==> src/sv/ldbr_pkg.sv <==
// Shared types, opcodes and level/duty helpers for the LED dimmer button ramp.
// No dependencies; imported by every module of the block.
package ldbr_pkg;

	localparam int PctW  = 7;
	localparam int HoldW = 16;
	localparam int OpW   = 3;
	localparam int DutyW = 8;
	localparam int CfgIdxW = 2;
	localparam int CfgDataW = 8;

	localparam logic [OpW-1:0] OP_TICK   = 3'd0;
	localparam logic [OpW-1:0] OP_CLICK  = 3'd1;
	localparam logic [OpW-1:0] OP_DOUBLE = 3'd2;
	localparam logic [OpW-1:0] OP_TRIPLE = 3'd3;
	localparam logic [OpW-1:0] OP_LONG   = 3'd4;

	localparam logic [CfgIdxW-1:0] REG_INITIAL_LEVEL  = 2'd0;
	localparam logic [CfgIdxW-1:0] REG_HOLD_THRESHOLD = 2'd1;

	localparam logic [PctW-1:0] PCT_FULL = 7'd100;

	typedef struct packed {
		logic [HoldW-1:0] hold_time;
		logic [OpW-1:0]   opcode;
	} item_t;

	typedef struct packed {
		logic            is_on;
		logic            changed;
		logic [DutyW-1:0] duty;
		logic [PctW-1:0]  level;
		logic [PctW-1:0]  set_point;
	} result_t;

	// floor(255*pct/100) through a reciprocal multiply; full level reads 254
	function automatic logic [DutyW-1:0] duty_of(input logic [PctW-1:0] pct);
		logic [14:0] scaled;
		logic [27:0] prod;
		scaled = {pct, 8'd0} - {8'd0, pct};
		prod = {13'd0, scaled} * 28'd5243;
		if (pct >= PCT_FULL) begin
			return 8'd254;
		end
		return prod[26:19];
	endfunction

	function automatic logic [PctW-1:0] ladder_next(input logic [PctW-1:0] sp);
		if (sp == 7'd2 || sp == 7'd5) return 7'd10;
		if (sp <= 7'd10) return 7'd15;
		if (sp <= 7'd15) return 7'd20;
		if (sp <= 7'd20) return 7'd25;
		if (sp <= 7'd25) return 7'd50;
		if (sp <= 7'd50) return 7'd75;
		if (sp <= 7'd75) return 7'd100;
		return 7'd10;
	endfunction

endpackage

==> src/sv/ldbr_in_stage.sv <==
// Input register stage: captures one item per handshake and holds it until
// the control stage consumes it. Depends on ldbr_pkg.
module ldbr_in_stage
	import ldbr_pkg::*;
(
	input  logic  clk,
	input  logic  arst_n,
	input  logic  in_valid,
	output logic  in_ready,
	input  item_t in_item,
	input  logic  advance,
	output logic  valid_s1,
	output item_t item_s1
);

	assign in_ready = !valid_s1 || advance;

	always_ff @(posedge clk or negedge arst_n) begin
		if (!arst_n) begin
			valid_s1 <= 1'b0;
		end else if (in_ready) begin
			valid_s1 <= in_valid;
		end
	end

	always_ff @(posedge clk) begin
		if (in_ready && in_valid) begin
			item_s1 <= in_item;
		end
	end

endmodule

==> src/sv/ldbr_ctrl.sv <==
// Dimmer state (set point, remembered level, output level, ramp direction)
// and the per-item update logic. Depends on ldbr_pkg.
module ldbr_ctrl
	import ldbr_pkg::*;
(
	input  logic            clk,
	input  logic            arst_n,
	input  logic            advance,
	input  item_t           item_s1,
	input  logic [PctW-1:0] init_level,
	input  logic [7:0]      hold_thresh,
	output result_t         result
);

	logic [PctW-1:0] target_q, saved_q, out_pct_q;
	logic            falling_q;
	logic [PctW-1:0] target_d, saved_d, out_pct_d;
	logic            falling_d;
	logic            changed;
	logic            on;
	logic [PctW-1:0] init_sat;

	assign on = target_q != '0;
	assign init_sat = (init_level > PCT_FULL) ? PCT_FULL : init_level;

	always_comb begin
		target_d  = target_q;
		saved_d   = saved_q;
		out_pct_d = out_pct_q;
		falling_d = falling_q;
		changed   = 1'b0;
		case (item_s1.opcode)
			OP_TICK: begin
				if (target_q != out_pct_q) begin
					changed = 1'b1;
					if (target_q > out_pct_q) begin
						out_pct_d = out_pct_q + 7'd1;
					end else begin
						out_pct_d = out_pct_q - 7'd1;
					end
				end
			end
			OP_CLICK: begin
				if (on) begin
					saved_d  = target_q;
					target_d = '0;
				end else begin
					// off with nothing remembered: come up at the initial level
					target_d = (saved_q == target_q) ? init_sat : saved_q;
					saved_d  = '0;
				end
			end
			OP_DOUBLE: begin
				if (on) begin
					target_d = (target_q == 7'd2) ? 7'd5 : 7'd2;
				end
			end
			OP_TRIPLE: begin
				if (on) begin
					target_d = ladder_next(target_q);
				end
			end
			OP_LONG: begin
				if (on && item_s1.hold_time > {8'd0, hold_thresh}) begin
					if (!falling_q) begin
						if (target_q >= PCT_FULL) begin
							target_d  = PCT_FULL;
							falling_d = 1'b1;
						end else begin
							target_d = target_q + 7'd1;
						end
					end else begin
						if (target_q <= 7'd1) begin
							target_d  = 7'd1;
							falling_d = 1'b0;
						end else begin
							target_d = target_q - 7'd1;
						end
					end
				end
			end
			default: begin
			end
		endcase
	end

	always_ff @(posedge clk or negedge arst_n) begin
		if (!arst_n) begin
			target_q  <= '0;
			saved_q   <= '0;
			out_pct_q <= '0;
			falling_q <= 1'b0;
		end else if (advance) begin
			target_q  <= target_d;
			saved_q   <= saved_d;
			out_pct_q <= out_pct_d;
			falling_q <= falling_d;
		end
	end

	assign result.set_point = target_d;
	assign result.level     = out_pct_d;
	assign result.duty      = duty_of(out_pct_d);
	assign result.changed   = changed;
	assign result.is_on     = target_d != '0;

`ifndef SYNTHESIS
	a_target_range: assert property (@(posedge clk) disable iff (!arst_n)
		target_q <= PCT_FULL)
		else $error("set point above full scale");

	a_level_range: assert property (@(posedge clk) disable iff (!arst_n)
		out_pct_q <= PCT_FULL)
		else $error("output level above full scale");

	a_level_only_on_tick: assert property (@(posedge clk) disable iff (!arst_n)
		advance && item_s1.opcode != OP_TICK |=> $stable(out_pct_q))
		else $error("output level moved on a button item");

	a_changed_step: assert property (@(posedge clk) disable iff (!arst_n)
		advance && changed |=> out_pct_q != $past(out_pct_q))
		else $error("changed flagged without a level step");
`endif

endmodule

==> src/sv/led_dimmer_button_ramp.sv <==
// LED dimmer button ramp top level: input stage, control stage, result
// register and configuration registers. Depends on ldbr_pkg, ldbr_in_stage,
// ldbr_ctrl.
//
// Usage: each item on s_axis is a button event or an output tick; every item
// yields exactly one result item on m_axis with the new set point, the output
// level, its duty and flags. cfg_* writes initial_level (index 0) and
// hold_threshold (index 1); cfg_ready is always high, other indexes are dropped.
// Write configuration only while no item is in flight.
// Path: an accepted item waits in the input register, then the state update
// and the result register take it when advance is high.
// Throughput: one item per cycle while m_axis_tready is high; the only loop
// is the state update in the control stage.
// Reset: set point, remembered level and output level go to 0, ramp direction
// to rising, initial_level to 50, hold_threshold to 10; both channels empty.
// Stall: with m_axis_tready low the result holds, one more item waits in the
// input register, and s_axis_tready then drops until the result is taken.
module led_dimmer_button_ramp
	import ldbr_pkg::*;
(
	input  logic                clk,
	input  logic                arst_n,
	input  logic                s_axis_tvalid,
	output logic                s_axis_tready,
	input  logic [23:0]         s_axis_tdata,  // opcode[2:0], hold_time[18:3], zero pad
	output logic                m_axis_tvalid,
	input  logic                m_axis_tready,
	output logic [23:0]         m_axis_tdata,  // set_point[6:0], level[13:7], duty[21:14],
	                                           // changed[22], is_on[23]
	input  logic                cfg_valid,
	output logic                cfg_ready,
	input  logic [CfgIdxW-1:0]  cfg_index,
	input  logic [CfgDataW-1:0] cfg_data
);

	item_t           in_item;
	item_t           item_s1;
	logic            valid_s1;
	logic            advance;
	result_t         result;
	result_t         result_q;
	logic            out_valid_q;
	logic [PctW-1:0] init_level_q;
	logic [7:0]      hold_thresh_q;

	assign in_item.opcode    = s_axis_tdata[2:0];
	assign in_item.hold_time = s_axis_tdata[18:3];

	assign advance = valid_s1 && (!out_valid_q || m_axis_tready);

	ldbr_in_stage u_in_stage (
		.clk      (clk),
		.arst_n   (arst_n),
		.in_valid (s_axis_tvalid),
		.in_ready (s_axis_tready),
		.in_item  (in_item),
		.advance  (advance),
		.valid_s1 (valid_s1),
		.item_s1  (item_s1)
	);

	ldbr_ctrl u_ctrl (
		.clk         (clk),
		.arst_n      (arst_n),
		.advance     (advance),
		.item_s1     (item_s1),
		.init_level  (init_level_q),
		.hold_thresh (hold_thresh_q),
		.result      (result)
	);

	assign cfg_ready = 1'b1;

	always_ff @(posedge clk or negedge arst_n) begin
		if (!arst_n) begin
			init_level_q  <= 7'd50;
			hold_thresh_q <= 8'd10;
		end else if (cfg_valid) begin
			case (cfg_index)
				REG_INITIAL_LEVEL:  init_level_q  <= cfg_data[PctW-1:0];
				REG_HOLD_THRESHOLD: hold_thresh_q <= cfg_data;
				default: begin
				end
			endcase
		end
	end

	// result register: load on advance, drop valid once taken
	always_ff @(posedge clk or negedge arst_n) begin
		if (!arst_n) begin
			out_valid_q <= 1'b0;
		end else if (advance) begin
			out_valid_q <= 1'b1;
		end else if (m_axis_tready) begin
			out_valid_q <= 1'b0;
		end
	end

	always_ff @(posedge clk) begin
		if (advance) begin
			result_q <= result;
		end
	end

	assign m_axis_tvalid = out_valid_q;
	assign m_axis_tdata  = {result_q.is_on, result_q.changed, result_q.duty,
	                        result_q.level, result_q.set_point};

endmodule

==> config.mk <==
export PLATFORM = sky130hd
export DESIGN_NAME = led_dimmer_button_ramp
export DESIGN_NICKNAME = d
export VERILOG_FILES = /design/src/sv/ldbr_pkg.sv /design/src/sv/ldbr_in_stage.sv /design/src/sv/ldbr_ctrl.sv /design/src/sv/led_dimmer_button_ramp.sv
export SDC_FILE = /design/constraint.sdc
export NUM_CORES = 1
export LEC_CHECK = 0
export ABC_AREA = 1
export BUFFER_PORTS_ARGS = -buffer_cell sky130_fd_sc_hd__clkbuf_2
export CORE_MARGIN = 8
export CORE_UTILIZATION = 45
export CTS_BUF_LIST = sky130_fd_sc_hd__clkbuf_16
export DETAILED_ROUTE_END_ITERATION = 12
export PLACE_DENSITY_LB_ADDON = 0.25
export SYNTH_ARGS = -nofsm -noshare
export SYNTH_HDL_FRONTEND = slang
export SYNTH_SLANG_ARGS = --single-unit
==> constraint.sdc <==
create_clock -name clk -period 9.3 [get_ports clk]
set_input_delay 0.465 -clock clk [delete_from_list [all_inputs] [get_ports clk]]
set_output_delay 0.465 -clock clk [all_outputs]
set_load 0.02 [all_outputs]
==> results.cfg <==
[outcome]
status = finished, final reports clean

[synth]
yosys_warnings = 0
ys_seq_area_share_pct = 24.6
synthArstFlopShare_pct = 47.6
synth_cell_types = 50
synth_area_um2 = 9240
synthCells = 1159
ys_ff_latch = 82
syn-num-nets = 1389
syn_avg_cell_area_um2 = 7.97
synth_edf_count = 43
ys.flop_type = edfxtp_1

[sta]
setup_tns_ns = 0
worst_slew_pin_slew_ns = 1.05
hold_viol = 0
relSlewSlack_pct = 29.8
fmax_ghz = 0.118
post-route-min-period_ns = 8.44
setup_violations = 0
fin_skew_ns = 0.00797
finalCritPeriodShare_pct = 90.7
final_max_slew_viol_count = 0
rsz0062_at_grt = false

[cts]
clock-sinks = 82
cts.htree.levels = 3
cts_tree = built
clkLatencyLatePin_ns = 0.35
clk_pin_slew_worst_paths_ns = 0.07
ctsLongestPathBuffers = 2
numCtsBuffers = 9
cts_resized = 0
postCtsHoldBufs = 0
cts_root_buffer = clkbuf_16
cts_setup_buffers = 0

[layout]
nNetsFinal = 1452
antenna_cells = 0
final_layout_size_suffix_gt1_share_pct = 11.2
area_growth_pct = 9.89

[global_route]
antenna_found_initial = 0
grt_first_pass_wirelength_um = 36400
grt_max_degree = 40
grt_usage_pct = 17.5
grt_overflow = 0
grt_pass1_vias = 7328

[worst_setup_path]
critical_path_class = register to register
crit_family = adder cells
critical_path.slowest_cell = dfrtp_1
crit_path_frequent_cell = inv_1
crit_fanout = 10
startpoint_type = register
slowest_delay_ns = 0.60
r2r_cells = 34
worstPathRequired_ns = 9.40
critPathBufInv = 7
end_kind = register
cp-startpoint = u_ctrl.target_q[0]
r2r-start = u_ctrl.target_q[0]
path_depth = 34
cp.arrival_ns = 8.54

[floorplan]
coreArea_um2 = 20200
die_h_um = 159
start_util_pct = 45.8
dieWidth_um = 159
num_io_pins = 66
die-area_um2 = 25400
rows = 52

[route]
drtIter0Drc = 367
wl_per_cell_um = 14.5
wirelength_um = 21700
detail-route-antenna-nets = 0
viasPerCell = 4.93
dr_total_vias = 7384
drc = 0
first_pass_iters = 5

[hold_path]
min_path_type = input pin to async pin

[placement]
hpwl_um = 18000
port_buffers = 59
routabilityCongestion = 0.932

[job]
drv_cap = 0
## final timing paths
path | to | slack [ns]
max | m_axis_tdata[19] | 0.86
max in group asynchronous | u_ctrl.out_pct_q[3] | 8.36
min reg2reg | hold_thresh_q[6] | 0.50
max reg2reg | m_axis_tdata[19] | 0.86
min | hold_thresh_q[7] | 0.28
min in group clk | u_in_stage.item_s1[1] | 0.29
## cells by family (layout without fill, tap and decap cells)
group / after synthesis / in the layout / share of synthesized area [%]
buffers and inverters: 283 / 351 / 11.7
other: 1 / 1 / 0.0406
AOI/OAI and AO/OA: 145 / 145 / 8.98
xor gates and xnor gates: 22 / 22 / 2.29
and+or+nand+nor: 435 / 435 / 21.2
DFF: 82 / 82 / 24.6
adders and majority gates: 191 / 191 / 31.2
## sequential cells by signal, summed over array words and instances, names as in the netlist
| name | count |
|---|---|
| hold_thresh_q | 8 |
| m_axis_tvalid | 1 |
| m_axis_tdata | 24 |
| u_in_stage.item_s1 | 19 |
| u_in_stage.valid_s1 | 1 |
| u_ctrl.out_pct_q | 7 |
| u_ctrl.saved_q | 7 |
| u_ctrl.falling_q | 1 |
| u_ctrl.target_q | 7 |
| init_level_q | 7 |
## area by class of cell
type / instances / area, um^2
timing repair buffer: 66 / 348
fill: 1947 / 10000
tap: 270 / 338
inverter: 269 / 1010
sequential: 82 / 2270
multi-input combinational: 794 / 5880
clock buffer: 10 / 250
clock inverter: 6 / 45.0
## routing by layer
metal | wire length (um) | up-vias | GRT usage, %
met5 | 0 | - | 0
met1 | 9890 | 3427 | 22.5
met2 | 10300 | 154 | 29.6
met3 | 1010 | 33 | 3.00
met4 | 502 | 0 | 5.45
li1 | - | 3770 | -
## worst reg2reg max path, delay by kind of cell (launching register included)
kind / cells / cell delay, ns
adder cells (fa/ha/maj): 9 / 3.84
AND/OR/NAND/NOR: 12 / 2.15
flip-flops: 1 / 0.60
AO/OA/AOI/OAI: 6 / 0.80
buffers and inverters: 7 / 0.81
## synth_stat cells (7+ instances only)
cell      instances  area [um^2]
inv_1           257          965
fa_1             66         1320
nor2_2            9         56.3
nand4_1          11         68.8
nand2_1         249          935
xor2_1           15          131
dfrtp_1          34          851
nand2_2          10         62.6
a21oi_1          44          220
edfxtp_1         43         1290
nor2_1           59          221
nand3_1          58          290
o21bai_1          9         67.6
o21ai_0          61          305
nor3_1           18         90.1
inv_2            10         37.5
ha_1            125         1560
a21o_1            7         52.6
## per-stage QoR
stage | hold slack [ns] | cell area [um^2] | instances | util (%) | setup WS [ns]
after floorplan | 0.169 | 9240 | 1159 | - | 1.82
after global placement | 0.475 | 9860 | 1481 | 48.9 | 0.997
after detailed placement | 0.482 | 9860 | 1481 | 48.9 | 0.911
after CTS | 0.268 | 10200 | 1497 | 50.3 | 0.871
after global routing | 0.272 | 10200 | 1497 | 50.3 | 0.286
final | 0.281 | 10200 | 1497 | 50.3 | 0.860
## layout by cell type, fill, tap and decap left out, types with 4 or more instances in the layout
cell type,n
inv_1,257
xnor2_1,6
nor2_2,9
o21ai_0,61
nor2_4,5
a21o_1,7
inv_2,10
o21ai_1,5
ha_1,125
dfrtp_1,34
nand2_2,10
nand2_4,4
dfstp_2,5
o21bai_1,9
nor3_1,18
nand2_1,249
edfxtp_1,43
nand4_1,11
clkbuf_16,10
nand3_1,58
nor2_1,59
buf_4,7
clkbuf_2,59
a21oi_1,44
xor2_1,15
fa_1,66
Power is left out: the tool's default activity adds up to more than one toggle a clock period on the data nets, which glitch-free logic cannot reach.
